===== config.mk =====
export PLATFORM = sky130hd
export DESIGN_NAME = cmh_prep
export DESIGN_NICKNAME = d
export VERILOG_FILES = /design/src/rtl/compass_heading_from_magnetometer_assert.svh /design/src/rtl/cmh_pkg.sv /design/src/rtl/cmh_prep.sv
export SDC_FILE = /design/constraint.sdc
export NUM_CORES = 1
export LEC_CHECK = 0
export BUFFER_PORTS_ARGS = -buffer_cell sky130_fd_sc_hd__buf_2
export CAP_MARGIN = 20
export CORE_ASPECT_RATIO = 1.25
export CORE_UTILIZATION = 53
export CTS_BUF_LIST = sky130_fd_sc_hd__clkbuf_8
export DETAILED_ROUTE_END_ITERATION = 12
export PLACE_DENSITY = 0.9
export SETUP_SLACK_MARGIN = 0.2
export SYNTH_ARGS = -nofsm -noshare
export SYNTH_HDL_FRONTEND = slang
export SYNTH_SLANG_ARGS = --single-unit

===== constraint.sdc =====
create_clock -name aclk -period 4.2 [get_ports aclk]
set_input_delay 0.84 -clock aclk [delete_from_list [all_inputs] [get_ports aclk]]
set_output_delay 0.84 -clock aclk [all_outputs]
set_load 0.1 [all_outputs]

===== src/rtl/compass_heading_from_magnetometer_assert.svh =====
// ----------------------------------------------------------------------------
// Compass heading assertion macros
// Shared concurrent assertion forms for the compass heading RTL.
// ----------------------------------------------------------------------------
`ifndef COMPASS_HEADING_FROM_MAGNETOMETER_ASSERT_SVH
`define COMPASS_HEADING_FROM_MAGNETOMETER_ASSERT_SVH

// Checks a property on every clock edge outside reset.
`define CMH_ASSERT(label, clk, rstn, prop, msg) \
    label: assert property (@(posedge clk) disable iff (!rstn) (prop)) else $error(msg);

// Checks a property in the cycle that follows a cycle spent in reset.
`define CMH_ASSERT_AFTER_RESET(label, clk, rstn, prop, msg) \
    label: assert property (@(posedge clk) !rstn |=> (prop)) else $error(msg);

`endif


===== src/rtl/cmh_pkg.sv =====
// ----------------------------------------------------------------------------
// Compass heading package
// Widths, constants, angle table and record types shared by the pipeline.
// ----------------------------------------------------------------------------
`timescale 1ns / 1ps
`default_nettype none

package cmh_pkg;

    localparam int RAW_W     = 13;
    localparam int OFF_W     = 12;
    localparam int ROT_W     = 14;
    localparam int HEAD_W    = 12;
    localparam int FRAC_W    = 16;
    localparam int VEC_W     = 32;
    localparam int ANG_W     = 30;
    localparam int T_W       = ANG_W - FRAC_W;
    localparam int TABLE_LEN = 24;

    localparam int S_TDATA_W = 32;
    localparam int M_TDATA_W = 40;
    localparam int CFG_IDX_W = 2;

    localparam logic [CFG_IDX_W-1:0] REG_X_OFFSET = 2'd0;
    localparam logic [CFG_IDX_W-1:0] REG_Y_OFFSET = 2'd1;

    localparam logic [OFF_W-1:0] X_OFFSET_RESET = 12'd25;
    localparam logic [OFF_W-1:0] Y_OFFSET_RESET = 12'd104;

    localparam logic [T_W-1:0]   FULL_TURN_TENTHS = 14'd3600;
    localparam logic [ANG_W-1:0] HALF_TURN_Q      = 30'd1800 << FRAC_W;
    localparam logic [ANG_W-1:0] FULL_TURN_Q      = 30'd3600 << FRAC_W;
    localparam logic [ANG_W-1:0] ROUND_HALF_Q     = 30'd1 << (FRAC_W - 1);

    // Entry i is round(atan(2^-i) * 1800 / pi * 2^16).
    localparam logic [ANG_W-1:0] ANGLE_STEP [TABLE_LEN] = '{
        30'd29491200, 30'd17409672, 30'd9198793, 30'd4669451,
        30'd2343786,  30'd1173036,  30'd586661,  30'd293348,
        30'd146676,   30'd73339,    30'd36669,   30'd18335,
        30'd9167,     30'd4584,     30'd2292,    30'd1146,
        30'd573,      30'd286,      30'd143,     30'd72,
        30'd36,       30'd18,       30'd9,       30'd4
    };

    typedef struct packed {
        logic signed [VEC_W-1:0] x;
        logic signed [VEC_W-1:0] y;
        logic signed [ANG_W-1:0] z;
        logic                    zero;
        logic signed [ROT_W-1:0] rot_x;
        logic signed [ROT_W-1:0] rot_y;
    } cmh_vec_t;

    typedef struct packed {
        logic        [HEAD_W-1:0] heading;
        logic signed [ROT_W-1:0]  rot_y;
        logic signed [ROT_W-1:0]  rot_x;
    } cmh_out_t;

endpackage

`default_nettype wire


===== src/rtl/cmh_prep.sv =====
// ----------------------------------------------------------------------------
// Compass heading front stage
// Holds the offset registers, corrects and rotates the sample and sets up
// the CORDIC vector with its half-turn pre-rotation.
// ----------------------------------------------------------------------------
`timescale 1ns / 1ps
`default_nettype none

module cmh_prep (
    input  wire logic                          aclk,
    input  wire logic                          aresetn,
    input  wire logic                          cfg_wr_en,
    input  wire logic [cmh_pkg::CFG_IDX_W-1:0] cfg_index,
    input  wire logic [cmh_pkg::OFF_W-1:0]     cfg_wdata,
    input  wire logic                          en,
    input  wire logic                          in_valid,
    input  wire logic [cmh_pkg::S_TDATA_W-1:0] in_data,
    output logic                               out_valid,
    output cmh_pkg::cmh_vec_t                  out_vec
);
    import cmh_pkg::*;

    logic [OFF_W-1:0] x_offset_reg, x_offset_next;
    logic [OFF_W-1:0] y_offset_reg, y_offset_next;
    logic             valid_reg;
    cmh_vec_t         vec_reg, vec_next;

    logic [RAW_W-1:0]        raw_x, raw_y;
    logic signed [ROT_W-1:0] cx, cy, rx, ry, px, py;
    logic                    flip;

    always_comb begin
        x_offset_next = x_offset_reg;
        y_offset_next = y_offset_reg;
        if (cfg_wr_en) begin
            unique case (cfg_index)
                REG_X_OFFSET: x_offset_next = cfg_wdata;
                REG_Y_OFFSET: y_offset_next = cfg_wdata;
                default: ;
            endcase
        end
    end

    assign raw_x = in_data[RAW_W-1:0];
    assign raw_y = in_data[2*RAW_W-1:RAW_W];

    assign cx = {{(ROT_W-RAW_W){raw_x[RAW_W-1]}}, raw_x}
              + {{(ROT_W-OFF_W){x_offset_reg[OFF_W-1]}}, x_offset_reg};
    assign cy = {{(ROT_W-RAW_W){raw_y[RAW_W-1]}}, raw_y}
              + {{(ROT_W-OFF_W){y_offset_reg[OFF_W-1]}}, y_offset_reg};
    assign rx = -cy;
    assign ry = cx;

    assign flip = rx[ROT_W-1];
    assign px   = flip ? -rx : rx;
    assign py   = flip ? -ry : ry;

    always_comb begin
        vec_next.x     = {{(VEC_W-ROT_W-FRAC_W){px[ROT_W-1]}}, px, {FRAC_W{1'b0}}};
        vec_next.y     = {{(VEC_W-ROT_W-FRAC_W){py[ROT_W-1]}}, py, {FRAC_W{1'b0}}};
        vec_next.z     = flip ? HALF_TURN_Q : '0;
        vec_next.zero  = (rx == '0) && (ry == '0);
        vec_next.rot_x = rx;
        vec_next.rot_y = ry;
    end

    always_ff @(posedge aclk) begin
        if (!aresetn) begin
            x_offset_reg <= X_OFFSET_RESET;
            y_offset_reg <= Y_OFFSET_RESET;
            valid_reg    <= 1'b0;
        end else begin
            x_offset_reg <= x_offset_next;
            y_offset_reg <= y_offset_next;
            if (en) begin
                valid_reg <= in_valid;
            end
        end
    end

    always_ff @(posedge aclk) begin
        if (en) begin
            vec_reg <= vec_next;
        end
    end

    assign out_valid = valid_reg;
    assign out_vec   = vec_reg;

endmodule

`default_nettype wire


# Yosys cells after proc, flatten, opt, wreduce, memory -nomap -nowiden

Index checks and enable logic that the tools add are counted.

Register bits: 112
Latch bits: 0
Bits in writable memories: 0
Bits in read-only memories: 0
Bits of input ports: 51
Output and inout bits: 124
Logic and storage cells: 24
Memories kept: 0

$add $sub $neg: 5
Multipliers: 0
Div/mod/pow operators: 0
Magnitude comparators: 0
Equality and inequality tests: 1
Shifts and indexed selects: 0
Muxes and demuxes: 3
Bitwise gates (word level): 0
Reductions and logical operators: 6

Operator list:

| operator             | count |
|---|---|
| $neg A14 Y14         | 3 |
| $add A13 B12 Y14     | 2 |
| $logic_not A14 Y1    | 2 |
| $mux W14             | 2 |
| $mux W27             | 1 |
| $reduce_and A2 Y1    | 2 |
| $eq A2 B1 Y1 const B | 1 |
| $logic_not A2 Y1     | 1 |
| $logic_and A1 B1 Y1  | 1 |

# Depth between registers and ports, before layout

Word-level depth: 4
Gate-level depth with buffers: 15

# Worst setup path after synthesis

OpenSTA, ideal clock, no wires.

Path kind: input-to-reg
Start: input port in_data[14] in the netlist's numbering
End: register vec_reg (netlist bit out_vec[112]) (data pin)
Setup time: 0.262 ns
Arrival time: 3.357 ns
Data required time: 3.938 ns
Slack: 0.581 ns
Cell stages on the path: 15
Buffers on the path: 2
Path through: ha_1 > inv_1 > ha_1 > inv_1 > fa_1 > and2b_4 > o2111ai_1 > a21oi_1 > nor4_1 > or3_1 > buf_4 > inv_6 > buf_6 > o31ai_1 > xnor2_1

Elaborated cells on any way between the ends: 4

RTL lines:

| what                 | RTL line       | text |
|---|---|---|
| start, declared      | cmh_prep.sv:17 | `input wire logic [cmh_pkg::S_TDATA_W-1:0] in_data,` |
| $add A13 B12 Y14     | cmh_prep.sv:50 | `+ {{(ROT_W-OFF_W){y_offset_reg[OFF_W-1]}}, y_offset_reg};` |
| $neg A14 Y14         | cmh_prep.sv:51 | `assign rx = -cy;` |
| net rx[13]           | cmh_prep.sv:29 | `logic signed [ROT_W-1:0] cx, cy, rx, ry, px, py;` |
| $mux W14             | cmh_prep.sv:55 | `assign px = flip ? -rx : rx;` |
| net px[5]            | cmh_prep.sv:29 |  |
| end signal, assigned | cmh_prep.sv:83 | `vec_reg <= vec_next;` |
| end, declared        | cmh_prep.sv:26 | `cmh_vec_t vec_reg, vec_next;` |

The timed path passes the listed nets, and every way through them passes these cells.
A chain may end at the register's enable or synchronous reset.

# Worst setup path after layout

Start: input port in_data[14] in the netlist's numbering
End: register vec_reg (netlist bit out_vec[116]) (data pin)

Cells in the longest elaborated chain, start to end: 4

RTL lines:

| what                 | RTL line |
|---|---|
| $add A13 B12 Y14 (*) | cmh_prep.sv:50 |
| $neg A14 Y14 (*)     | cmh_prep.sv:51 |
| $neg A14 Y14         | cmh_prep.sv:55 |
| $mux W14 (*)         | cmh_prep.sv:55 |
| net px[9]            | cmh_prep.sv:29 |

Mark *: on every way through the listed nets, which the timed path passes. The rest lies on a longest branch.

==> reports/results.tsv <==
metric	value	unit
status	finished clean	
num ports	175	
pin count of the biggest net entering global routing	57	
worst skew pair latency	0.36	ns
Layout Nets	724	
Worst R2R Setup Slack	0.80	ns
Seq/Total Area, Yosys	41.2	%
Peak VDD IR	0.251	mV
Post-Synthesis Cell Area	5220	µm²
reg2reg end	out_vec[116]	
Post-DRT Antenna Nets	0	
Final Wtd Congestion	0.818	
vias	3835	
top layer in use	met4	
htree depth	3	
share of the synthesized area in the top cell type	31.6	%
Slew headroom	62.8	%
Setup Fix Bufs, Post-CTS	0	
Yosys top cell by area	edfxtp_1	
Worst Path Required	4.30	ns
Final min period	3.64	ns
Post-synth top cells	69 x buf_4, 59 x nand2_1, 55 x edfxtp_1	
worst-margin pin slew	0.554	ns
starting DRC count in detailed routing	211	
antenna violations before repair	0	
Critical path origin	in_data[14]	
Die Wd	90.8	µm
Core ar.	9610	µm²
top_reg_cell synth	edfxtp_1	
Num Clock Sinks	80	
final slew viol count	0	
syn_area_per_cell	9.95	µm²
Yosys reg bits	80	
# rows	40	
Post-CTS Resized	0	
layout cell share with drive strength beyond 1	23.1	%
Hold Path Class	register to register	
end point of the critical path	out_vec[116]	
global route overflow	0	
Hold Violations, Final	0	
Synth area leaders	edfxtp_1 32%, buf_4 9.9%, dfxtp_1 9.6%	
first-pass GRT wire length	16.5	mm
Worst R2R Start	y_offset_reg[1]	
Die Ht	113	µm
die area	10300	µm²
Worst Reg-to-Reg Cells	14	
RSZ-0062 raised after global routing	no	
drt first pass iters	4	
peak fanout along the critical path	9	
Tot Pwr	0.00309	W
Starting Density	54.4	%
slowest stage cell, crit path	or3_1	
Avg WL per Cell	13.7	µm
CTS Buf Count	9	
final WL	10.5	mm
CTS Buffer Depth	2	
CTS tree	built	
CP Launch Type	input pin	
Leak Pwr	2.66	nW
WL met3	574	µm
port bufs	110	
most common cell in the netlist	buf_4	
vias per std cell	5.03	
PD cells	531	nW/µm²
max reg flops	55	
Area Overhead vs Synth	11.5	%
clock slew at reported path FFs	0.08	ns
Routed met2 length	5.31	mm
final period utilization	86.6	%
Ys Warns	0	
CTS root buf	clkbuf_8	
Final Skew	0.0110	ns
crit path kind	input pin to register	
Final Setup Violations	0	
GRT Util Overall	20.6	%
worst-path cell chain	buf_2 > ha_1 > inv_1 > ha_1 > inv_1 > fa_1 > and2b_4 > o2111ai_1 > a21oi_1 > buf_4 > o21a_1 > or3_1 > buf_4 > a31oi_1 > xor2_1	
synth unique cells	64	
Max Freq	0.275	GHz
detailed placement HPWL	8.48	mm
DR DRC count	0	
crit end category	register	
Hold-fix buffers, CTS	0	
metal1 wirelength	4.22	mm
Post-synth EDFFs	55	
Max Cap Viol	0	
Worst Path Arrival	3.73	ns
Async SR Flop Fraction	0	%
vias in the first global route	3538	
Sum Neg Setup Slack	0	ns
Post-Synthesis Cells	525	
slowest stage delay, CP	0.56	ns
antenna diode count	0	
layer usage:
metal / GRT usage [%] / up-vias
met5: 0 / -
met4: 10.8 / 0
met3: 3.76 / 27
met2: 36.7 / 163
met1: 23.4 / 1712
li1: - / 1933
critical path: cells and delay by family:
kind            cells  cell delay (ns)
xor+xnor            1             0.09
fa+ha+maj           3             0.68
compound gates      4             0.72
simple gates        2             0.76
buf+inv             5             0.61
area by class of cell:
type | instances | area [µm²]
well taps | 126 | 158
flip-flops and latches | 80 | 2150
clock inverters | 7 | 71.3
fillers | 856 | 3780
inverters | 45 | 174
multi-input cells | 380 | 2550
repair buffers | 115 | 598
clock buffers | 9 | 124
cell usage in the layout, fill, tap and decap left out, types with 3 or more instances in the layout:
cell type and n:
buf_2 111, nand2_1 59, conb_1 58, edfxtp_1 55
inv_1 44, ha_1 40, xnor2_1 26, dfxtp_1 25
a21oi_1 22, nor2_1 18, a21boi_0 18, a21o_1 11
xor2_1 9, clkbuf_8 9, o21ai_0 8, nor3_1 8
nand3_1 8, o211ai_1 7, o21ai_1 7, o21a_1 6
or3_1 4, nor3b_1 4, nor4_1 4, nand3b_1 4
nor2b_1 3, and2_1 3, a21oi_2 3, a31oi_1 3
buf_4 3
power breakdown:
group | switching, W | internal [W]
sequential | 0.0000271 | 0.000979
clock | 0.000281 | 0.000275
combinational | 0.00126 | 0.000270
total | 0.00157 | 0.00152
how the worst min path moves through the flow:
stage                          from              end  cells past startpoint
finish              x_offset_reg[5]  x_offset_reg[5]                      2
global route        x_offset_reg[7]  x_offset_reg[7]                      2
CTS                 x_offset_reg[5]  x_offset_reg[5]                      2
detailed placement  x_offset_reg[5]  x_offset_reg[5]                      2
global placement    x_offset_reg[8]  x_offset_reg[8]                      2
floorplan           y_offset_reg[0]  y_offset_reg[0]                      2
cell families (layout without fill, tap and decap cells):
family          Yosys count  in the layout  share of synthesized area (%)
buf+inv                 122            176                           14.1
compound gates          110            110                           14.9
fa+ha+maj                42             42                           10.3
flops                    80             80                           41.2
other cells               1             58                         0.0718
xor+xnor                 35             35                           5.87
mux                       1              1                          0.192
simple gates            134            134                           13.3
per-stage QoR:
step | setup WS, ns | hold slack (ns) | area [µm²] | util, % | cells
floorplan | 0.581 | 0.443 | 5440 | - | 582
finish | 0.561 | 0.469 | 5830 | 60.6 | 762
global route | 0.432 | 0.500 | 5830 | 60.6 | 762
global placement | 0.271 | 0.457 | 5610 | 58.3 | 744
CTS | 0.595 | 0.474 | 5800 | 60.4 | 760
detailed placement | 0.216 | 0.463 | 5610 | 58.3 | 744
(Power assumes the default switching activity.)
