`src/rtl/compass_heading_from_magnetometer_assert.svh`:
```
// ----------------------------------------------------------------------------
// Compass heading assertion macros
// Shared concurrent assertion forms for the compass heading RTL.
// ----------------------------------------------------------------------------
`ifndef COMPASS_HEADING_FROM_MAGNETOMETER_ASSERT_SVH
`define COMPASS_HEADING_FROM_MAGNETOMETER_ASSERT_SVH

// Checks a property on every clock edge outside reset.
`define CMH_ASSERT(label, clk, rstn, prop, msg) \
    label: assert property (@(posedge clk) disable iff (!rstn) (prop)) else $error(msg);

// Checks a property in the cycle that follows a cycle spent in reset.
`define CMH_ASSERT_AFTER_RESET(label, clk, rstn, prop, msg) \
    label: assert property (@(posedge clk) !rstn |=> (prop)) else $error(msg);

`endif

```
`src/rtl/cmh_pkg.sv`:
```
// ----------------------------------------------------------------------------
// Compass heading package
// Widths, constants, angle table and record types shared by the pipeline.
// ----------------------------------------------------------------------------
`timescale 1ns / 1ps
`default_nettype none

package cmh_pkg;

    localparam int RAW_W     = 13;
    localparam int OFF_W     = 12;
    localparam int ROT_W     = 14;
    localparam int HEAD_W    = 12;
    localparam int FRAC_W    = 16;
    localparam int VEC_W     = 32;
    localparam int ANG_W     = 30;
    localparam int T_W       = ANG_W - FRAC_W;
    localparam int TABLE_LEN = 24;

    localparam int S_TDATA_W = 32;
    localparam int M_TDATA_W = 40;
    localparam int CFG_IDX_W = 2;

    localparam logic [CFG_IDX_W-1:0] REG_X_OFFSET = 2'd0;
    localparam logic [CFG_IDX_W-1:0] REG_Y_OFFSET = 2'd1;

    localparam logic [OFF_W-1:0] X_OFFSET_RESET = 12'd25;
    localparam logic [OFF_W-1:0] Y_OFFSET_RESET = 12'd104;

    localparam logic [T_W-1:0]   FULL_TURN_TENTHS = 14'd3600;
    localparam logic [ANG_W-1:0] HALF_TURN_Q      = 30'd1800 << FRAC_W;
    localparam logic [ANG_W-1:0] FULL_TURN_Q      = 30'd3600 << FRAC_W;
    localparam logic [ANG_W-1:0] ROUND_HALF_Q     = 30'd1 << (FRAC_W - 1);

    // Entry i is round(atan(2^-i) * 1800 / pi * 2^16).
    localparam logic [ANG_W-1:0] ANGLE_STEP [TABLE_LEN] = '{
        30'd29491200, 30'd17409672, 30'd9198793, 30'd4669451,
        30'd2343786,  30'd1173036,  30'd586661,  30'd293348,
        30'd146676,   30'd73339,    30'd36669,   30'd18335,
        30'd9167,     30'd4584,     30'd2292,    30'd1146,
        30'd573,      30'd286,      30'd143,     30'd72,
        30'd36,       30'd18,       30'd9,       30'd4
    };

    typedef struct packed {
        logic signed [VEC_W-1:0] x;
        logic signed [VEC_W-1:0] y;
        logic signed [ANG_W-1:0] z;
        logic                    zero;
        logic signed [ROT_W-1:0] rot_x;
        logic signed [ROT_W-1:0] rot_y;
    } cmh_vec_t;

    typedef struct packed {
        logic        [HEAD_W-1:0] heading;
        logic signed [ROT_W-1:0]  rot_y;
        logic signed [ROT_W-1:0]  rot_x;
    } cmh_out_t;

endpackage

`default_nettype wire

```
`src/rtl/cmh_finish.sv`:
```
// ----------------------------------------------------------------------------
// Compass heading output stage
// Wraps and rounds the angle to tenths of a degree and holds results in an
// output register backed by a one-entry skid buffer.
// ----------------------------------------------------------------------------
`timescale 1ns / 1ps
`default_nettype none

`include "compass_heading_from_magnetometer_assert.svh"

module cmh_finish (
    input  wire logic                          aclk,
    input  wire logic                          aresetn,
    input  wire logic                          in_valid,
    input  cmh_pkg::cmh_vec_t                  in_vec,
    output logic                               adv,
    output logic                               m_tvalid,
    input  wire logic                          m_tready,
    output logic [cmh_pkg::M_TDATA_W-1:0]      m_tdata
);
    import cmh_pkg::*;

    logic             out_valid_reg, out_valid_next;
    logic             skid_valid_reg, skid_valid_next;
    cmh_out_t         out_reg, skid_reg, res;
    logic             load_out, load_skid, pop_skid;

    logic [ANG_W-1:0] z_wrap, z_round;
    logic [T_W-1:0]   t_raw, t_wrap;

    assign z_wrap  = in_vec.z[ANG_W-1] ? in_vec.z + FULL_TURN_Q : in_vec.z;
    assign z_round = z_wrap + ROUND_HALF_Q;
    assign t_raw   = z_round[ANG_W-1:FRAC_W];
    assign t_wrap  = (t_raw >= FULL_TURN_TENTHS) ? t_raw - FULL_TURN_TENTHS : t_raw;

    always_comb begin
        res.rot_x   = in_vec.rot_x;
        res.rot_y   = in_vec.rot_y;
        res.heading = in_vec.zero ? '0 : t_wrap[HEAD_W-1:0];
    end

    assign adv = !skid_valid_reg;

    always_comb begin
        out_valid_next  = out_valid_reg;
        skid_valid_next = skid_valid_reg;
        load_out        = 1'b0;
        load_skid       = 1'b0;
        pop_skid        = 1'b0;
        if (skid_valid_reg) begin
            if (m_tready) begin
                pop_skid        = 1'b1;
                skid_valid_next = 1'b0;
            end
        end else if (in_valid) begin
            if (!out_valid_reg || m_tready) begin
                load_out       = 1'b1;
                out_valid_next = 1'b1;
            end else begin
                load_skid       = 1'b1;
                skid_valid_next = 1'b1;
            end
        end else if (m_tready) begin
            out_valid_next = 1'b0;
        end
    end

    always_ff @(posedge aclk) begin
        if (!aresetn) begin
            out_valid_reg  <= 1'b0;
            skid_valid_reg <= 1'b0;
        end else begin
            out_valid_reg  <= out_valid_next;
            skid_valid_reg <= skid_valid_next;
        end
    end

    always_ff @(posedge aclk) begin
        if (pop_skid) begin
            out_reg <= skid_reg;
        end else if (load_out) begin
            out_reg <= res;
        end
        if (load_skid) begin
            skid_reg <= res;
        end
    end

    assign m_tvalid = out_valid_reg;
    assign m_tdata  = out_reg;

    `CMH_ASSERT(a_skid_behind_out, aclk, aresetn,
        skid_valid_reg |-> out_valid_reg, "skid holds a result while output is empty")
    `CMH_ASSERT(a_skid_fills_on_stall, aclk, aresetn,
        (out_valid_reg && !m_tready && in_valid && adv) |=> skid_valid_reg,
        "stalled result was not captured in the skid buffer")
    `CMH_ASSERT(a_heading_range, aclk, aresetn,
        out_valid_reg |-> (out_reg.heading < HEAD_W'(FULL_TURN_TENTHS)),
        "heading outside one full turn")
    `CMH_ASSERT_AFTER_RESET(a_empty_after_reset, aclk, aresetn,
        !out_valid_reg && !skid_valid_reg, "output stage not empty after reset")

endmodule

`default_nettype wire

```
`config.mk`:
```
export PLATFORM = sky130hd
export DESIGN_NAME = cmh_finish
export DESIGN_NICKNAME = d
export VERILOG_FILES = /design/src/rtl/cmh_pkg.sv /design/src/rtl/cmh_finish.sv
export VERILOG_INCLUDE_DIRS = /design/src /design/src/rtl
export SDC_FILE = /design/constraint.sdc
export NUM_CORES = 1
export LEC_CHECK = 0
export BUFFER_PORTS_ARGS = -buffer_cell sky130_fd_sc_hd__buf_2
export CAP_MARGIN = 15
export CORE_ASPECT_RATIO = 0.5
export CORE_MARGIN = 2
export CORE_UTILIZATION = 49
export CTS_BUF_LIST = sky130_fd_sc_hd__clkbuf_8 sky130_fd_sc_hd__clkbuf_16
export DETAILED_ROUTE_END_ITERATION = 8
export PLACE_DENSITY_LB_ADDON = 0.2
export SYNTH_ARGS = -nofsm -noshare
export SYNTH_HDL_FRONTEND = slang
export SYNTH_SLANG_ARGS = --single-unit
```
`constraint.sdc`:
```
create_clock -name aclk -period 6.3 [get_ports aclk]
set_input_delay 1.26 -clock aclk [delete_from_list [all_inputs] [get_ports aclk]]
set_output_delay 1.26 -clock aclk [all_outputs]
set_load 0.01 [all_outputs]
```
Yosys cells after proc, flatten, opt, wreduce, memory -nomap -nowiden

Index checks and enable logic that the tools add are counted.
W data, S select, Z words.

Bits in registers: 82
Output and inout bits: 42
Logic and storage cells: 38

Add/subtract/negate cells: 3
$lt $le $gt $ge: 1
Eq/ne operators: 1
Multiplexer cells: 18
Bitwise gates (word level): 1
Reduce and logical (&&, ||, !) cells: 6

Operators by type and width:

| kind                     | count |
|---|---|
| $mux W40                 | 2 |
| $add A30 B16 Y30 const B | 1 |
| $add A30 B28 Y30 const B | 1 |
| $mux W30                 | 1 |
| $mux W12                 | 2 |
| $ge A14 B12 Y1 const B   | 1 |
| $mux W1                  | 13 |
| $sub A12 B12 Y12 const B | 1 |
| $reduce_bool A2 Y1       | 2 |
| $reduce_and A3 Y1        | 1 |
| $logic_not A1 Y1         | 2 |
| $ne A2 B1 Y1 const B     | 1 |
| $logic_or A1 B1 Y1       | 1 |
| $not A1 Y1               | 1 |

Logic depth before layout (Yosys ltp)

Gate-level depths: netlist of the first run.

Word-level depth: 8
Gate-level depth with buffers: 13
Mapped depth without buffers: 12

Worst setup path before layout of the first run

OpenSTA, ideal clock, no wires.

Kind: input port to flip-flop
Start: input port in_valid
End: register skid_reg[0] in the netlist's numbering, enable pin
Library setup time: 499 ps
Arrival time: 4,323 ps
Required time: 5,801 ps
Path slack: 1,478 ps
Stages: 2
Path through: nand2_1 > nor3b_1

Longest elaborated chain between the ends: 2

RTL lines:

| element              | RTL line         | RTL |
|---|---|---|
| start, declared      | cmh_finish.sv:14 | `input wire logic in_valid,` |
| $mux W1              | cmh_finish.sv:55 | `end else if (in_valid) begin` |
| $mux W1              | cmh_finish.sv:50 | `if (skid_valid_reg) begin` |
| net load_skid        | cmh_finish.sv:26 | `logic load_out, load_skid, pop_skid;` |
| end signal, assigned | cmh_finish.sv:85 | `skid_reg <= res;` |
| end, declared        | cmh_finish.sv:25 | `cmh_out_t out_reg, skid_reg, res;` |

The timed path passes the listed nets, and every way through them passes these cells.
A chain may end at the register's enable or synchronous reset.

==> results.ini, run 1 <==
[status]
status=finished, final reports clean

[sta]
fin_skew_ns=0.00373
fin_crit_ns=4.22
finalSetupTns_ns=0
final_max_slew_viol_count=0
holdWs_ns=0.506
rsz0062_at_grt=false
finalCritPeriodShare_pct=67.0
finalWorstSetupSlack_ns=2.08
hold_viol_final=0
timing.fmax_mhz=237
max-slew-margin-rel_pct=35.7
tightestPinTransition_ns=0.962
setup_viol=0

[hold_path]
min_delay_path_depth=2
min_path_type=flip-flop to flip-flop
hold_start=skid_reg[3]
hold_path_end=m_tdata[3]

[synth]
synth.distinct_cells=64
synth_fp_nets=514
syn-instance-count=383
syn_area_per_cell_um2=10.9
synth_seq_cells=82
synthTopCellsByArea=edfxtp_1 58%, nand2_1 9.9%, xnor2_1 1.7%, xor2_1 1.7%, nor3_1 1.6%
synth_edf_count=80
async_reset_ff_share_pct=0
synth_area_um2=4180
synth_top_area_share_pct=57.5
yosys_warnings=0
synth_flop_cell=edfxtp_1
yosysTopAreaCell=edfxtp_1
yosysSeqAreaShare_pct=58.5

[worst_setup_path]
cp.arrival_ns=4.39
rr_endpoint=m_tdata[34]
cp-end-kind=flip-flop
required_ns=6.47
r2r_cells=6
r2r-start=skid_valid_reg
rrSetupSlack_ns=3.70
path_class=primary input to flip-flop
start_kind=primary input
path_max_fanout=11

[placed_design]
hpwlAfterDp_mm=5.60
gp_congestion=0.822
dp_slack_ns=1.82
port_buffers=89

[layout]
final_common_cell=nand2_1
finish.utilization_pct=60.9
mostFrequentLayoutCells=110 x nand2_1, 89 x buf_2, 80 x edfxtp_1
nets=597
antenna_cells=0
layout-drive-gt1-share_pct=25.9
fillCellCount=696
area_growth_pct=18.7

[global_routing]
grt_overflow=0
grt_usage_pct=18.9
grt_max_degree=41
grt_pass1_vias=2888
grt_pass1_wl_mm=14.0
antenna_found_initial=0

[drt]
drc_errors=0
drt_iter0_drc=243
totalWireLength_mm=8.35
routedWlPerCell_um=14.3
vias_per_cell=5.27
final_antenna_net_count=0
first_pass_iters=5
vias=3073

[clock_tree]
htreeDepth=3
cts-root-buf=clkbuf_16
clock_sinks=82
cts_hold_buf=0
cts_buffers=9
cts_setup_buffers=0
clockBufferDepth=2
tritoncts=built
cts_resized=0
clk_pin_slew_worst_paths_ns=0.06
clock_latency_ns=0.32

[die]
initial_core_util_pct=51.3
die_w_um=135
ios=169
rows=23
coreArea_um2=8140
die-area_um2=9330
die_height_um=69.3

[flow_run]
maxCapViolCount=0

[power_and_ir_drop]
power.density_nw_per_um2=266
vdd_drop_max_mv=0.122
p_leak_nw=1.99

## cell type report
type / instances / area [µm²] / area share [%]
sequential: 82 / 2440 / 49.3
multi-input combinational: 275 / 1590 / 32.1
timing repair buffer: 91 / 460 / 9.29
clock buffer: 9 / 225 / 4.54
tap: 112 / 140 / 2.83
clock inverter: 7 / 70.1 / 1.41
inverter: 7 / 26.3 / 0.530
## power breakdown
part           switching (mW)  internal [mW]  leakage [nW]
clock                   0.203          0.306         0.141
combinational           0.104         0.0639          1.08
sequential            0.00659          0.636         0.773
total                   0.314           1.01          1.99
## cell usage after synthesis, types with 2 or more instances
cell,n
o21ai_0,6
xnor2_1,8
nor4_1,2
buf_6,3
clkbuf_1,9
a32o_1,2
o2111ai_1,4
and3_1,2
o211ai_1,3
mux2i_1,4
nand2_2,2
clkbuf_8,3
a31o_2,2
ha_1,4
buf_2,2
a21oi_1,12
o21a_1,4
xor2_1,8
o41ai_1,2
o21bai_1,2
nand3_1,12
a31oi_1,2
xnor2_2,2
nand3b_1,5
o31ai_1,4
edfxtp_1,80
a21boi_0,2
or4_1,2
dfxtp_1,2
nand2_1,110
nor3_1,13
a22oi_1,3
nand4_1,7
nor2_1,17
nand2b_1,3
inv_1,7
## worst max-delay path, stage by stage
cell      delay, ns
buf_2          0.09
ha_1           0.27
nand4_2        0.26
o21bai_1       0.20
o211ai_1       0.14
o21a_1         0.17
ha_1           0.27
and3b_1        0.20
a32oi_1        0.29
nand3b_1       0.21
nand4_1        0.41
a2111o_1       0.53
o21ai_0        0.07
## how the worst max path moves through the flow
stage	from	end	slack, ns	cells after the start
2_1_floorplan	in_valid	skid_reg[0]	1.48	2
6_report	in_vec[44]	skid_reg[35]	2.08	13
3_5_place_dp	in_vec[44]	skid_reg[35]	1.82	13
4_1_cts	in_vec[44]	skid_reg[35]	2.15	13
3_3_place_gp	in_vec[44]	m_tdata[33]	1.78	13
5_1_grt	in_vec[45]	skid_reg[35]	1.80	13
## metal layers
layer	vias to the layer above	track usage (%)	wire length, µm
met5	-	0	0
li1	1572	-	-
met4	0	5.61	131
met3	12	5.04	439
met2	104	30.3	3920
met1	1385	25.4	3860
## cells by family (layout without fill, tap and decap cells)
| kind of cell | count (synthesis) | after routing | share of synthesized area (%) |
|---|---|---|---|
| fa+ha+maj | 4 | 4 | 1.20 |
| mux | 5 | 5 | 1.23 |
| simple gates | 187 | 187 | 20.5 |
| compound gates | 61 | 61 | 10.7 |
| buf+inv | 26 | 114 | 3.74 |
| xor+xnor | 18 | 18 | 4.13 |
| flops | 82 | 82 | 58.5 |
## per-stage QoR
stage	instance area (µm²)	cells	total power, mW
after detailed placement	4660	567	0.822
after global routing	4960	583	1.38
after floorplan	4180	383	0.764
after global placement	4660	567	0.819
final	4960	583	1.32
after CTS	4960	583	1.33
No activity file was read; power rests on OpenSTA's default activity.
==> run 2: changes to the inputs <==
Clock period 6.3 ns to 4 ns, I/O delays scaled along.
==> results.ini, run 2 (synthesis results as in run 1) <==
[sta]
finalSetupTns_ns=0
setup_viol=0
fin_skew_ns=0.00604
rsz0062_at_grt=false
timing.fmax_mhz=289
hold_viol_final=0
fin_crit_ns=3.46
finalCritPeriodShare_pct=86.4
max-slew-margin-rel_pct=37.2
final_max_slew_viol_count=0
tightestPinTransition_ns=0.942

[layout]
antenna_cells=0
design_area_um2=5090
fillCellCount=702
nets=605
area_growth_pct=21.7
layout-drive-gt1-share_pct=27.4
mostFrequentLayoutCells=110 x nand2_1, 89 x buf_2, 80 x edfxtp_1
final_common_cell=nand2_1
instances_no_fill=590

[worst_setup_path]
cp_cell_sequence=buf_2 > ha_1 > and4_2 > nand2_1 > xor2_1 > o21a_1 > ha_1 > and3b_1 > a32oi_1 > nand3b_1 > and4_1 > or4_1 > nand3_1
crit_path_start=in_vec[44]
path_max_fanout=7
cp.arrival_ns=3.64
start_kind=primary input
required_ns=4.19
r2r-start=skid_valid_reg
crit_slowest_cell=or4_1
crit_top_cell=ha_1
max_stage_delay_ns=0.53
cp-end-kind=flip-flop
path_class=primary input to flip-flop

[placed_design]
hpwlAfterDp_mm=5.80
port_buffers=89
postPlaceCellArea_um2=4720
gp_congestion=0.817
dp.cells=575

[power_and_ir_drop]
p_leak_nw=2.07
vdd_drop_max_mv=0.232
power.density_nw_per_um2=446

[die]
die_height_um=69.3
die-area_um2=9330
die_w_um=135
rows=23
initial_core_util_pct=51.3
coreArea_um2=8140
ios=169

[drt]
first_pass_iters=6
drc_errors=0
drt_iter0_drc=154
vias_per_cell=5.29
routedWlPerCell_um=14.3
totalWireLength_mm=8.46
final_antenna_net_count=0
vias=3123

[clock_tree]
clk_pin_slew_worst_paths_ns=0.06
htreeDepth=3
cts-root-buf=clkbuf_16
cts_buffers=9
cts_resized=0
cts_setup_buffers=0
tritoncts=built
cts_hold_buf=0
clockBufferDepth=2
clock_latency_ns=0.33
clock_sinks=82

[global_routing]
antenna_found_initial=0
grt_usage_pct=19.2
grt_overflow=0
grt_max_degree=41
grt_pass1_vias=2931
grt_pass1_wl_mm=14.2

[status]
status=finished, final reports clean

[flow_run]
maxCapViolCount=0

[hold_path]
hold_start=skid_reg[0]
min_path_type=flip-flop to flip-flop

==> run 2: cell count changes in the layout (fill, tap and decap cells not counted), sizes merged <==
cell	delta
buf	+8
clkinvlp	-2
inv	-1
bufinv	+3
clkinv	-1
==> run 2: worst paths after layout <==
| check | cells past startpoint | slack, ns | end |
|---|---|---|---|
| worst max-delay path | 13 | 0.54 | m_tdata[34] |
| worst min-delay path | 2 | 0.50 | m_tdata[0] |
| worst max register to register | 6 | 1.60 | m_tdata[36] |
| worst min register to register | 2 | 0.50 | m_tdata[0] |
==> run 2: metrics by stage <==
step,hold WS [ns],util [%],worst slack [ns],power [mW]
CTS,0.506,62.5,0.565,2.29
global route,0.527,62.5,0.259,2.36
finish,0.504,62.5,0.544,2.27
detailed placement,0.492,58.0,0.232,1.30
floorplan,0.484,-,0.571,1.20
global placement,0.488,58.0,0.269,1.30
==> run 2: critical path, delay by kind of cell <==
family,cells,cell delay (ns)
buf+inv,1,0.11
xor+xnor,1,0.20
simple gates,7,1.75
fa+ha+maj,2,0.52
compound gates,2,0.26
==> run 2: metal layers <==
metal	global-route usage [%]	up-vias	wire, µm
li1	-	1594	-
met1	24.7	1430	3930
met2	32.8	94	4090
met3	4.31	5	390
met4	5.26	0	48
met5	0	-	0
==> run 2: final cells by class <==
cell class | instances | area (µm²) | share of cell area (%)
Inverter | 7 | 26.3 | 0.517
Clock buffer | 9 | 225 | 4.43
Tap cell | 112 | 140 | 2.76
Multi-Input combinational cell | 275 | 1590 | 31.3
Sequential cell | 82 | 2440 | 48.0
Clock inverter | 6 | 138 | 2.71
Timing Repair Buffer | 99 | 520 | 10.2
==> run 2: power breakdown <==
group | switching (mW) | internal, mW
combinational | 0.166 | 0.106
clock | 0.314 | 0.672
sequential | 0.0104 | 1.00
total | 0.490 | 1.78
