==> config.mk <==
export PLATFORM = sky130hd
export DESIGN_NAME = cmh_cordic_stage
export DESIGN_NICKNAME = d
export VERILOG_FILES = /design/src/rtl/compass_heading_from_magnetometer_assert.svh /design/src/rtl/cmh_pkg.sv /design/src/rtl/cmh_cordic_stage.sv
export SDC_FILE = /design/constraint.sdc
export NUM_CORES = 1
export LEC_CHECK = 0
export ABC_AREA = 1
export BUFFER_PORTS_ARGS = -buffer_cell sky130_fd_sc_hd__buf_2
export CAP_MARGIN = 15
export CORE_UTILIZATION = 53
export CTS_CLUSTER_DIAMETER = 80
export DETAILED_ROUTE_END_ITERATION = 10
export PLACE_DENSITY = 0.78
export SLEW_MARGIN = 20
export SYNTH_ARGS = -nofsm -noshare
export SYNTH_HDL_FRONTEND = slang
export SYNTH_SLANG_ARGS = --single-unit
==> constraint.sdc <==
create_clock -name aclk -period 3.9 [get_ports aclk]
set_input_delay 0.78 -clock aclk [delete_from_list [all_inputs] [get_ports aclk]]
set_output_delay 0.78 -clock aclk [all_outputs]
set_load 0.05 [all_outputs]
==> src/rtl/compass_heading_from_magnetometer_assert.svh <==
// ----------------------------------------------------------------------------
// Compass heading assertion macros
// Shared concurrent assertion forms for the compass heading RTL.
// ----------------------------------------------------------------------------
`ifndef COMPASS_HEADING_FROM_MAGNETOMETER_ASSERT_SVH
`define COMPASS_HEADING_FROM_MAGNETOMETER_ASSERT_SVH

// Checks a property on every clock edge outside reset.
`define CMH_ASSERT(label, clk, rstn, prop, msg) \
    label: assert property (@(posedge clk) disable iff (!rstn) (prop)) else $error(msg);

// Checks a property in the cycle that follows a cycle spent in reset.
`define CMH_ASSERT_AFTER_RESET(label, clk, rstn, prop, msg) \
    label: assert property (@(posedge clk) !rstn |=> (prop)) else $error(msg);

`endif

==> src/rtl/cmh_pkg.sv <==
// ----------------------------------------------------------------------------
// Compass heading package
// Widths, constants, angle table and record types shared by the pipeline.
// ----------------------------------------------------------------------------
`timescale 1ns / 1ps
`default_nettype none

package cmh_pkg;

    localparam int RAW_W     = 13;
    localparam int OFF_W     = 12;
    localparam int ROT_W     = 14;
    localparam int HEAD_W    = 12;
    localparam int FRAC_W    = 16;
    localparam int VEC_W     = 32;
    localparam int ANG_W     = 30;
    localparam int T_W       = ANG_W - FRAC_W;
    localparam int TABLE_LEN = 24;

    localparam int S_TDATA_W = 32;
    localparam int M_TDATA_W = 40;
    localparam int CFG_IDX_W = 2;

    localparam logic [CFG_IDX_W-1:0] REG_X_OFFSET = 2'd0;
    localparam logic [CFG_IDX_W-1:0] REG_Y_OFFSET = 2'd1;

    localparam logic [OFF_W-1:0] X_OFFSET_RESET = 12'd25;
    localparam logic [OFF_W-1:0] Y_OFFSET_RESET = 12'd104;

    localparam logic [T_W-1:0]   FULL_TURN_TENTHS = 14'd3600;
    localparam logic [ANG_W-1:0] HALF_TURN_Q      = 30'd1800 << FRAC_W;
    localparam logic [ANG_W-1:0] FULL_TURN_Q      = 30'd3600 << FRAC_W;
    localparam logic [ANG_W-1:0] ROUND_HALF_Q     = 30'd1 << (FRAC_W - 1);

    // Entry i is round(atan(2^-i) * 1800 / pi * 2^16).
    localparam logic [ANG_W-1:0] ANGLE_STEP [TABLE_LEN] = '{
        30'd29491200, 30'd17409672, 30'd9198793, 30'd4669451,
        30'd2343786,  30'd1173036,  30'd586661,  30'd293348,
        30'd146676,   30'd73339,    30'd36669,   30'd18335,
        30'd9167,     30'd4584,     30'd2292,    30'd1146,
        30'd573,      30'd286,      30'd143,     30'd72,
        30'd36,       30'd18,       30'd9,       30'd4
    };

    typedef struct packed {
        logic signed [VEC_W-1:0] x;
        logic signed [VEC_W-1:0] y;
        logic signed [ANG_W-1:0] z;
        logic                    zero;
        logic signed [ROT_W-1:0] rot_x;
        logic signed [ROT_W-1:0] rot_y;
    } cmh_vec_t;

    typedef struct packed {
        logic        [HEAD_W-1:0] heading;
        logic signed [ROT_W-1:0]  rot_y;
        logic signed [ROT_W-1:0]  rot_x;
    } cmh_out_t;

endpackage

`default_nettype wire

==> src/rtl/cmh_cordic_stage.sv <==
// ----------------------------------------------------------------------------
// Compass heading CORDIC stage
// One registered vectoring micro-rotation by atan(2^-STAGE).
// ----------------------------------------------------------------------------
`timescale 1ns / 1ps
`default_nettype none

module cmh_cordic_stage #(
    parameter int STAGE = 0
) (
    input  wire logic               aclk,
    input  wire logic               aresetn,
    input  wire logic               en,
    input  wire logic               in_valid,
    input  cmh_pkg::cmh_vec_t       in_vec,
    output logic                    out_valid,
    output cmh_pkg::cmh_vec_t       out_vec
);
    import cmh_pkg::*;

    logic                    valid_reg;
    cmh_vec_t                vec_reg, vec_next;
    logic signed [VEC_W-1:0] dx, dy;

    assign dx = $signed(in_vec.y) >>> STAGE;
    assign dy = $signed(in_vec.x) >>> STAGE;

    always_comb begin
        vec_next = in_vec;
        if (!in_vec.y[VEC_W-1]) begin
            vec_next.x = in_vec.x + dx;
            vec_next.y = in_vec.y - dy;
            vec_next.z = in_vec.z + ANGLE_STEP[STAGE];
        end else begin
            vec_next.x = in_vec.x - dx;
            vec_next.y = in_vec.y + dy;
            vec_next.z = in_vec.z - ANGLE_STEP[STAGE];
        end
    end

    always_ff @(posedge aclk) begin
        if (!aresetn) begin
            valid_reg <= 1'b0;
        end else if (en) begin
            valid_reg <= in_valid;
        end
    end

    always_ff @(posedge aclk) begin
        if (en) begin
            vec_reg <= vec_next;
        end
    end

    assign out_valid = valid_reg;
    assign out_vec   = vec_reg;

endmodule

`default_nettype wire

After elaboration in Yosys (flattened, before gate mapping):

Cells that the tools add are included.

* multiplexer cells: 1
* add/sub/neg operators: 5

Operator list (count)
* 2-to-1 mux 94 bit: 1
* subtractor 32 bit: 2
* adder 32 bit: 1
* adder 30 x 25 -> 30 bit (second input constant): 1
* subtractor 30 x 25 -> 30 bit (second input constant): 1

* output and inout port bits: 124
* word-level logic and storage cells: 13
* flip-flop bits (word level): 124

Depth between registers and ports, before layout:

Gate-level depths: netlist of run 1.

* word-level depth: 2
* mapped depth: 17
* gate-level depth less buffers: 16

Worst setup path after synthesis of run 1:

OpenSTA, ideal clock, no wires.

* path type: input -> register
* from: input in_vec[90] (netlist bit)
* to: register vec_reg, in the netlist out_vec[58] (data pin)
* arrival: 2.647 ns
* required time: 3.648 ns
* library setup time: 0.252 ns
* stages: 12
* path buffers: 3
* path slack: 1.001 ns
* path through: buf_2 inv_1 clkbuf_1 buf_4 fa_1 nand3b_1 nand2_1 a21oi_1 o21ai_0 nand3_1 nand3b_1 nand2_1

RTL lines
* start, declared: line cmh_cordic_stage.sv:15 `input cmh_pkg::cmh_vec_t in_vec,`
* end signal, assigned: line cmh_cordic_stage.sv:51 `vec_reg <= vec_next;`
* end, declared: line cmh_cordic_stage.sv:22 `cmh_vec_t vec_reg, vec_next;`

==> reports/summary.txt, run 1 <==
Status: completed
Vias per cell: 5.354
Via count: 11850
PD cells: 396.1 mW/mm²
Die X: 151.2 µm
Max Cap Viol: 0
Slew headroom: 0.4898
Top_reg_cell synth: edfxtp_1
Fin Setup TNS: 0 ns
Initial antenna violation count: 0
Routed WL: 37120 µm
Routed WL per cell: 16.77 µm
Data required, critical path: 4.08 ns
H-tree depth: 4
Most common cell after layout, fill and taps aside: nand2_1
Slew @ Worst Pin: 0.7652 ns
Sequential element share of the synthesized area: 0.3124
Die H: 151.2 µm
Post-Syn Instances: 1691
Clock buffer depth: 2
Initial Util: 0.5402
Iteration-0 DRC Markers: 974
Pins Over Slew Limit: 0
YS warnings: 0
Setup bufs post-CTS: 0
Port Buffers: 250
WP data arrival: 2.88 ns
# diodes: 0
Top cell type's share of synthesized area: 0.3107
Post-route ant nets: 0
PostCTS Resize Cnt: 0
TritonCTS Buffers: 17
Crit path launch type: input pin
Final Wtd Congestion: 0.9648
Mapped Avg Cell Area: 6.972 µm²
Num ports: 251
Share of layout cells above drive strength 1: 0.1837
Placed Area: 0.01313 mm²
Final hold violations: 0
Largest area contributor in the netlist: edfxtp_1
Final period util: 0.6929
Hold WC Path Type: input pin to flip-flop
Post-synth ARST share: 0
Number of flops mapped to enable cells by yosys: 122
Die ar.: 0.02285 mm²
Pre-Repair DR Iteration Count: 6
Design area: 0.01372 mm²
Hold Buf Count CTS: 0
Seq cells post-synth: 123
Number of fill cells: 1990
Worst Path Max Fanout: 11
Pin count of the biggest net entering global routing: 66
Global route overflow: 0
Synthesized cell area: 0.01179 mm²
Layout Area Growth over Synthesis: 16.40%
Maximum vdd drop: 280.7 µV
TritonCTS clock tree: done
Count of cell types in the netlist: 47
Minimum clock period: 2.702 ns
Hold Worst Slack: 0.5290 ns
Fin util: 0.6288
Tot GR Track Use: 0.3279
RSZ-0062 raised after global routing: no
Drc violations: 0
PnR Total Power: 5436 µW
Largest cells by area after synthesis: edfxtp_1 (31%), nand2_1 (18%), ha_1 (12%)
Vias in the first global route: 11250
Core Area: 0.02182 mm²
Post-DP HPWL: 30110 µm
Kind of critical path: input pin to flip-flop
Final nets: 2165
Clock slew at reported path FFs: 0.07 ns
# setup viols final: 0
Worst setup EP type: flip-flop
First-pass GRT wire length: 56430 µm
Site row count: 54
Net Count, Synth: 1936
Clock Tree Root: clkbuf_16
Clk sink count: 123
Clk_skew: 0 ns
Commonest cells after routing, fill and taps aside: nand2_1 (552), inv_1 (289), buf_2 (249)
LEAKAGE: 0.007430 µW
Skew-Pair Late Insertion Delay: 0.41 ns
Maximum clock frequency: 370.1 MHz
[cell type report]
cell class                      instances  area (µm²)  area share
Multi-Input combinational cell       1223        6666      0.4858
Sequential cell                       123        3684      0.2684
Timing Repair Buffer                  254        1296     0.09446
Inverter                              301        1130     0.08233
Clock buffer                           17       425.4     0.03100
Tap cell                              280       350.3     0.02553
Clock inverter                         15       171.4     0.01249
[routing by layer]
metal	global-route usage	wire length, µm	up-vias
met5	0	0	-
met1	0.4106	15430	5387
met2	0.5489	17130	569
met3	0.05753	3136	78
met4	0.1490	1411	0
li1	-	-	5815
[per-stage QoR]
| step | std cells | setup slack [ns] |
|---|---|---|
| after floorplan | 1691 | 1.001 |
| after global placement | 2181 | 0.9073 |
| after detailed placement | 2181 | 0.8575 |
| after CTS | 2213 | 1.284 |
| after global routing | 2213 | 1.034 |
| final | 2213 | 1.198 |
[report_power, final]
part | internal [µW] | switching (µW) | total (µW)
Sequential | 1650 | 42.4 | 1700
Combinational | 538 | 1550 | 2090
Clock | 914 | 736 | 1650
Total | 3110 | 2330 | 5440
[cell usage after synthesis, types with 2 or more instances]
| cell type | instances |
|---|---|
| nand3b_2 | 2 |
| o22ai_1 | 8 |
| nand3_1 | 144 |
| a21oi_2 | 2 |
| ha_1 | 114 |
| nor2_4 | 4 |
| o21ai_1 | 6 |
| nor3_1 | 3 |
| nand4_1 | 16 |
| fa_1 | 4 |
| nand2_1 | 552 |
| edfxtp_1 | 122 |
| nand2_4 | 2 |
| buf_6 | 9 |
| nand3b_1 | 3 |
| o211ai_2 | 2 |
| nor2_2 | 14 |
| inv_1 | 290 |
| and2_1 | 6 |
| a21o_1 | 4 |
| a31oi_1 | 2 |
| xor2_1 | 27 |
| xnor2_1 | 5 |
| clkbuf_1 | 6 |
| nor2_1 | 104 |
| o21bai_1 | 20 |
| nand3_2 | 4 |
| a21oi_1 | 92 |
| nor3_2 | 7 |
| buf_2 | 10 |
| nand2_2 | 16 |
| o21ai_0 | 50 |
| inv_2 | 11 |
| buf_4 | 17 |
[worst paths after layout]
check | start | to | slack, ns | cells after the start
min reg2reg | out_valid | out_valid | 0.59 | 2
max reg2reg | out_valid | out_valid | 3.23 | 2
min | in_vec[44] | out_vec[44] | 0.53 | 1
max | in_vec[83] | out_vec[122] | 1.20 | 16
[state kept, by name, indices dropped and copies added (netlist names)]
register,count
out_valid,1
out_vec,122
[worst max-delay path, stage by stage]
cell and delay [ns]:
buf_2 0.11, inv_1 0.07, ha_1 0.65, inv_1 0.26, nand2_1 0.17, nand2_1 0.07, nand2_1 0.06, nand2_1 0.09
nand2_1 0.07, nand2_1 0.05, a21oi_1 0.20, nand2_1 0.08, nand2_1 0.06, nand2_1 0.06, nand2_1 0.06, nand2_1 0.05
[cell families (layout without fill, tap and decap cells)]
| family | count (synthesis) | count (layout) | share of synthesized area |
|---|---|---|---|
| xor+xnor | 32 | 32 | 0.02377 |
| simple gates | 882 | 882 | 0.3227 |
| flops | 123 | 123 | 0.3124 |
| fa+ha+maj | 118 | 118 | 0.1278 |
| compound gates | 191 | 191 | 0.09116 |
| buf+inv | 345 | 587 | 0.1221 |
(Power assumes the default switching activity.)
==> run 2, diff against run 1 <==
Settings changed: ABC_AREA 1 to 0, CORE_UTILIZATION 53 to 49.
Clock period 3.9 ns to 2.2 ns, I/O delays scaled along.
==> run 2 against run 1 <==
  * Non-clock buffer count rose by 369
  * Total power rose by 100%
  * Sequential power rose by 85%
  * Routed wire length rose by 9.5%
  * The run now ends with setup timing left
  * Die area fell by 10%
  * Largest power group unchanged
  * Highest routed layer is now met5
  * Clock power rose by 74%
  * Largest cell class unchanged
  * Combinational power rose by 140%
  * Critical path depth fell by 5
==> reports/summary.txt, run 2 <==
Status: finished with violations
Failing checks: setup timing
Footprint of the multi-input gates: 0.006938 mm² (+4.1%)
Skew-Pair Late Insertion Delay: 0.42 ns (about the same)
Largest cells by area after synthesis: edfxtp_1 (37%), ha_1 (15%), a21oi_1 (6.1%)
Final hold violations: 0 (unchanged)
Fin util: 0.8383 (+0.2094)
Pin count of the biggest net entering global routing: 48 (-27%)
Share of layout cells above drive strength 1: 0.5393 (+0.3557)
Post-Syn Instances: 1040 (-38%)
Commonest cells after routing, fill and taps aside: buf_4 (343), buf_2 (228), edfxtp_1 (122)
Post-route ant nets: 0 (unchanged)
Clk_skew: 0 ns (unchanged)
WP data arrival: 2.94 ns (+0.06 ns)
Count leader, synth: edfxtp_1
Delay-heaviest family, CP: compound AO/OA/AOI/OAI gates
Placed insts: 1832 (-16%)
Drc violations: 0 (unchanged)
Sequential element share of the synthesized area: 0.3762 (+0.06375)
Vias in the first global route: 10690 (-5.0%)
Kind of critical path: input pin to flip-flop
Slowest CP cell: o31a_1
Port Buffers: 250 (unchanged)
Synthesized cell area: 0.009792 mm² (-17%)
Crit path launch type: input pin
Via count: 11010 (-7.1%)
Post-synth ARST share: 0 (unchanged)
Clock buffer depth: 2 (unchanged)
Seq cells post-synth: 123 (unchanged)
Data required, critical path: 2.43 ns (-1.65 ns)
Net Count, Synth: 1285 (-34%)
Count of cell types in the netlist: 73 (+55%)
Slowest stage delay, CP: 0.38 ns (-0.27 ns)
YS warnings: 0 (unchanged)
Maximum clock frequency: 368.1 MHz
Minimum clock period: 2.717 ns
Synth cell count leaders: edfxtp_1 (122), a21oi_1 (120), ha_1 (114), inv_1 (100), nor2_1 (89)
Max FFs per register: 122 (unchanged)
Layout Area Growth over Synthesis: 67.16%
Core Area: 0.01953 mm² (-11%)
Global route overflow: 0 (unchanged)
Initial Util: 0.5015 (-0.03877)
RSZ-0062 raised after global routing: yes
Final setup margin: -0.5168 ns (-1.715 ns)
Max Cap Viol: 0 (unchanged)
Final non-filler cell total: 1918 (-13%)
Num ports: 251 (unchanged)
Mapped Avg Cell Area: 9.415 µm² (+35%)
Top cell type's share of synthesized area: 0.3741 (+0.06341)
Worst setup EP type: flip-flop
Vias per cell: 5.738 (+7.2%)
Post-DP HPWL: 28590 µm (-5.0%)
Final Wtd Congestion: 1.044 (+8.2%)
Die H: 143.4 µm (-5.2%)
PD cells: 679.1 mW/mm² (+71%)
Hold Worst Slack: 0.1828 ns (-0.3462 ns)
Top_reg_cell synth: edfxtp_1
First-pass GRT wire length: 57300 µm (+1.6%)
Tot GR Track Use: 0.3710 (+0.04316)
Slew headroom: 0.5052 (+0.01532)
Site row count: 51 (-5.6%)
Hold WC Path Type: input pin to flip-flop
# setup viols final: 43 (+43)
Pre-Repair DR Iteration Count: 6 (unchanged)
Number of flops mapped to enable cells by yosys: 122 (unchanged)
Die X: 143.4 µm (-5.2%)
Most common cell after layout, fill and taps aside: buf_4
Maximum vdd drop: 369.2 µV (+32%)
Routed WL per cell: 21.19 µm (+26%)
Routed WL: 40640 µm (+9.5%)
Initial antenna violation count: 2 (+2)
Pins Over Slew Limit: 0 (unchanged)
Final period util: 1.235
Number of fill cells: 1097 (-45%)
Clock Tree Root: clkbuf_16
Clk sink count: 123 (unchanged)
Worst Path Max Fanout: 6 (-5)
Register Area: 0.003684 mm² (unchanged)
Largest area contributor in the netlist: edfxtp_1
Clock slew at reported path FFs: 0.06 ns (about the same)
LEAKAGE: 0.007430 µW (about the same)
Slew @ Worst Pin: 0.7423 ns (-0.02297 ns)
TritonCTS Buffers: 17 (unchanged)
Final nets: 1884 (-13%)
Iteration-0 DRC Markers: 973 (-0.10%)
Place WS: -0.9621 ns (-1.820 ns)
H-tree depth: 4 (unchanged)
Crit-path cells: buf_2 > ha_4 > inv_2 > a211oi_2 > nand2_1 > o31a_1 > a211oi_2 > o31a_1 > o31ai_4 > mux2i_1 > xor2_1
Crit path buf inv count: 2 (-1)
Die ar.: 0.02055 mm² (-10%)
TritonCTS clock tree: done
## run 2: power by group
group          switching [µW]  internal [µW]  total (µW)  leakage, µW
sequential                138           3000        3140      0.00120
combinational            3160           1950        5110      0.00594
clock                    1180           1690        2870     0.000286
## run 2: worst paths after layout
path                from            to  slack (ns)  depth (start not counted)
max reg2reg    out_valid     out_valid        1.54                          2
min reg2reg    out_valid     out_valid        0.59                          2
min           in_vec[44]   out_vec[44]        0.18                          1
max          in_vec[104]  out_vec[116]       -0.52                         11
## run 2: layout make-up
class                      count  share of cell area
clock buffer                  17             0.02599
tap                          265             0.02026
sequential                   123              0.2250
multi-input combinational    770              0.4239
timing repair buffer         623              0.2669
antenna                        1           0.0001529
inverter                     104             0.02782
clock inverter                15             0.01001
## run 2: kinds of logic after synthesis
logic type	share of synthesized area
fa+ha+maj	0.1538
buf+inv	0.06006
flops	0.3762
mux	0.01942
simple gates	0.1196
xor+xnor	0.06351
compound gates	0.2074
## run 2: timing repair
action	4_1_cts	5_1_grt
pin swaps	93	107
resized for setup	192	117
setup buffers	33	32
endpoints found under the hold margin	0	0
setup endpoints to repair	47	51
hold buffers	0	0
## run 2: metal layers
metal / part of all wire / vias to the layer above / track usage
met4: 0.062 / 2 / 0.2094
li1: - / 4940 / -
met3: 0.077 / 179 / 0.06031
met1: 0.38 / 5237 / 0.4382
met5: 0.00032 / - / 0
met2: 0.48 / 648 / 0.6395
## run 2: through the flow
step | power (µW) | cell area, µm² | setup TNS, ns
final | 11120 | 16370 | -10.74
after global routing | 11450 | 16370 | -13.58
after CTS | 10670 | 15690 | -7.211
after detailed placement | 7432 | 13990 | -35.54
after global placement | 7377 | 13990 | -33.10
after floorplan | 5765 | 10280 | -7.662
==> run 3, diff against run 2 <==
Settings changed: CORE_UTILIZATION 49 to 50, CTS_BUF_LIST set to sky130_fd_sc_hd__clkbuf_4 sky130_fd_sc_hd__clkbuf_8, PLACE_DENSITY 0.78 to 0.79.
==> run 3 against run 2 <==
  * Routed wire length increased by 8.7%
  * Die area decreased by 2.0%
  * Combinational power increased by 3%
  * Critical path depth increased by 3
  * Sequential share of layout area about the same
  * Via count increased by 4.0%
  * Clock power decreased by 25%
  * Highest routed layer is now met4
  * Largest cell class unchanged
  * The flow still finishes with violations (setup timing)
  * Non-clock buffer count increased by 12
  * Sequential power about the same
  * Register-to-register slack improved by 0.06 ns
  * First-iteration DRC count increased by 13%
  * Setup slack got worse by 0.0077 ns
==> reports/summary.txt, run 3 (synthesized netlist as in run 2, its figures left out) <==
Site row count: 50 (-2.0%)
# setup viols final: 48 (+12%)
Final hold violations: 0 (unchanged)
Final setup margin: -0.5245 ns (-0.007748 ns)
Iteration-0 DRC Markers: 1097 (+13%)
Max Cap Viol: 0 (unchanged)
WP data arrival: 2.94 ns (about the same)
Global route overflow: 0 (unchanged)
Vias in the first global route: 11490 (+7.5%)
Slew @ Worst Pin: 0.8797 ns (+0.1374 ns)
Fin Setup TNS: -14.52 ns (-3.777 ns)
Routed WL: 44170 µm (+8.7%)
Initial Util: 0.5166 (+0.01509)
Pin count of the biggest net entering global routing: 51 (+6.3%)
Crit-path cells: buf_2 > ha_4 > buf_6 > nor3_4 > o21ai_2 > a21oi_4 > buf_6 > buf_6 > nor2_2 > a31o_4 > o22ai_4 > a31oi_4 > a22oi_2 > xnor2_2
Drc violations: 0 (unchanged)
Clock Tree Root: clkbuf_8
TritonCTS clock tree: done
Worst setup EP type: flip-flop
Clock slew at reported path FFs: 0.09 ns (+0.03 ns)
Failing checks: setup timing
Pins Over Slew Limit: 0 (unchanged)
Max FFs per register: 122 (unchanged)
Final nets: 1896 (+0.64%)
Die X: 141.9 µm (-0.99%)
Data required, critical path: 2.42 ns (about the same)
Clk sink count: 123 (unchanged)
Routed WL per cell: 22.93 µm (+8.2%)
Layout Area Growth over Synthesis: 66.89%
PD cells: 643.8 mW/mm² (-5.2%)
Clock buffer depth: 2 (unchanged)
Maximum clock frequency: 367.0 MHz (-0.28%)
First-pass GRT wire length: 61270 µm (+6.9%)
RSZ-0062 raised after global routing: yes
Pre-Repair DR Iteration Count: 5 (-1)
Final Wtd Congestion: 0.9737 (-6.8%)
Most common cell after layout, fill and taps aside: buf_4
TritonCTS Buffers: 17 (unchanged)
Kind of critical path: input pin to flip-flop
Commonest cells after routing, fill and taps aside: buf_4 (351), buf_2 (228), edfxtp_1 (122)
Slew headroom: 0.4135 (-0.09162)
H-tree depth: 4 (unchanged)
Placed Area: 0.01402 mm² (+0.26%)
Num ports: 251 (unchanged)
Cell repeated most along the worst path: buf_6
Share of layout cells above drive strength 1: 0.5445 (+0.005125)
Die H: 141.9 µm (-0.99%)
Status: finished with violations
Crit path launch type: input pin
Design area: 0.01634 mm² (-0.16%)
Hold Buf Count CTS: 0 (unchanged)
LEAKAGE: 0.007431 µW (about the same)
Vias per cell: 5.940 (+3.5%)
Clk_skew: 0 ns (unchanged)
Die ar.: 0.02015 mm² (-2.0%)
Slowest CP cell: ha_4
Core Area: 0.01896 mm² (-2.9%)
Slowest stage delay, CP: 0.28 ns (-0.10 ns)
FF-to-FF setup slack: 1.60 ns (+0.06 ns)
Skew-Pair Late Insertion Delay: 0.47 ns (+0.05 ns)
Port Buffers: 250 (unchanged)
Hold WC Path Type: input pin to flip-flop
Minimum clock period: 2.725 ns (+0.007748 ns)
Final period util: 1.238 (+0.003522)
Tot GR Track Use: 0.4006 (+0.02963)
Post-DP HPWL: 28830 µm (+0.84%)
Maximum vdd drop: 390.9 µV (+5.9%)
Initial antenna violation count: 2 (unchanged)
Via count: 11440 (+4.0%)
Worst Path Max Fanout: 4 (-2)
Post-route ant nets: 0 (unchanged)
## run 3: changes by cell type in the layout (fill, tap and decap cells not counted), moves of 4 or more
cell,before,now
a21oi_2,24,29
a21oi_4,14,8
buf_4,343,351
buf_8,6,12
clkbuf_16,17,0
clkbuf_8,0,17
nand2_2,2,6
nor2_2,12,7
## run 3: worst paths after layout
path,start,endpoint,cells after the start
max,in_vec[93],out_vec[88],14
min,in_vec[11],out_vec[11],1
max reg2reg,out_valid,out_valid,2
min reg2reg,out_valid,out_valid,2
## run 3: routing by layer
metal	share of wire	GRT usage	up-vias
met3	0.087	0.07806	269
met2	0.49	0.7052	791
met1	0.35	0.4507	5427
met5	0	0	-
li1	-	-	4954
met4	0.073	0.2377	0
## run 3: what timing repair did
item,4_1_cts,5_1_grt
hold endpoints to repair,0,0
buffers inserted,37,25
pin swaps,69,69
gates cloned,1,0
endpoints found under the setup margin,42,49
gates resized for setup,198,125
## run 3: final cells by class
type | count | area [µm²]
tap | 260 | 325.3
timing repair buffer | 635 | 4492
multi-input combinational | 770 | 6987
clock buffer | 17 | 234.0
clock inverter | 15 | 161.4
inverter | 104 | 454.2
antenna | 2 | 5.005
sequential | 123 | 3684
fill | 974 | 2614
## run 3: stage by stage
step / hold WS (ns) / setup slack, ns / utilization / total power (µW) / cells
CTS: 0.1354 / -0.2855 / 0.8220 / 9956 / 1902
floorplan: 0.5389 / -0.4714 / - / 5765 / 1040
finish: 0.1334 / -0.5245 / 0.8621 / 10520 / 1926
global placement: 0.4933 / -0.9419 / 0.7399 / 7383 / 1836
global route: 0.1324 / -0.6615 / 0.8620 / 10820 / 1925
detailed placement: 0.5415 / -0.9605 / 0.7399 / 7450 / 1836
## run 3: power by group
group | internal (µW) | total [µW] | leakage [µW] | switching, µW
registers | 2990 | 3120 | 0.00120 | 132
logic | 2000 | 5260 | 0.00603 | 3260
clock network | 1030 | 2140 | 0.000198 | 1110
total | 6020 | 10500 | 0.00743 | 4500
## run 3: critical path: cells and delay by family
family	cells	cell delay, ns
buf+inv	4	0.59
compound gates	6	1.25
simple gates	2	0.24
fa+ha+maj	1	0.28
xor+xnor	1	0.13
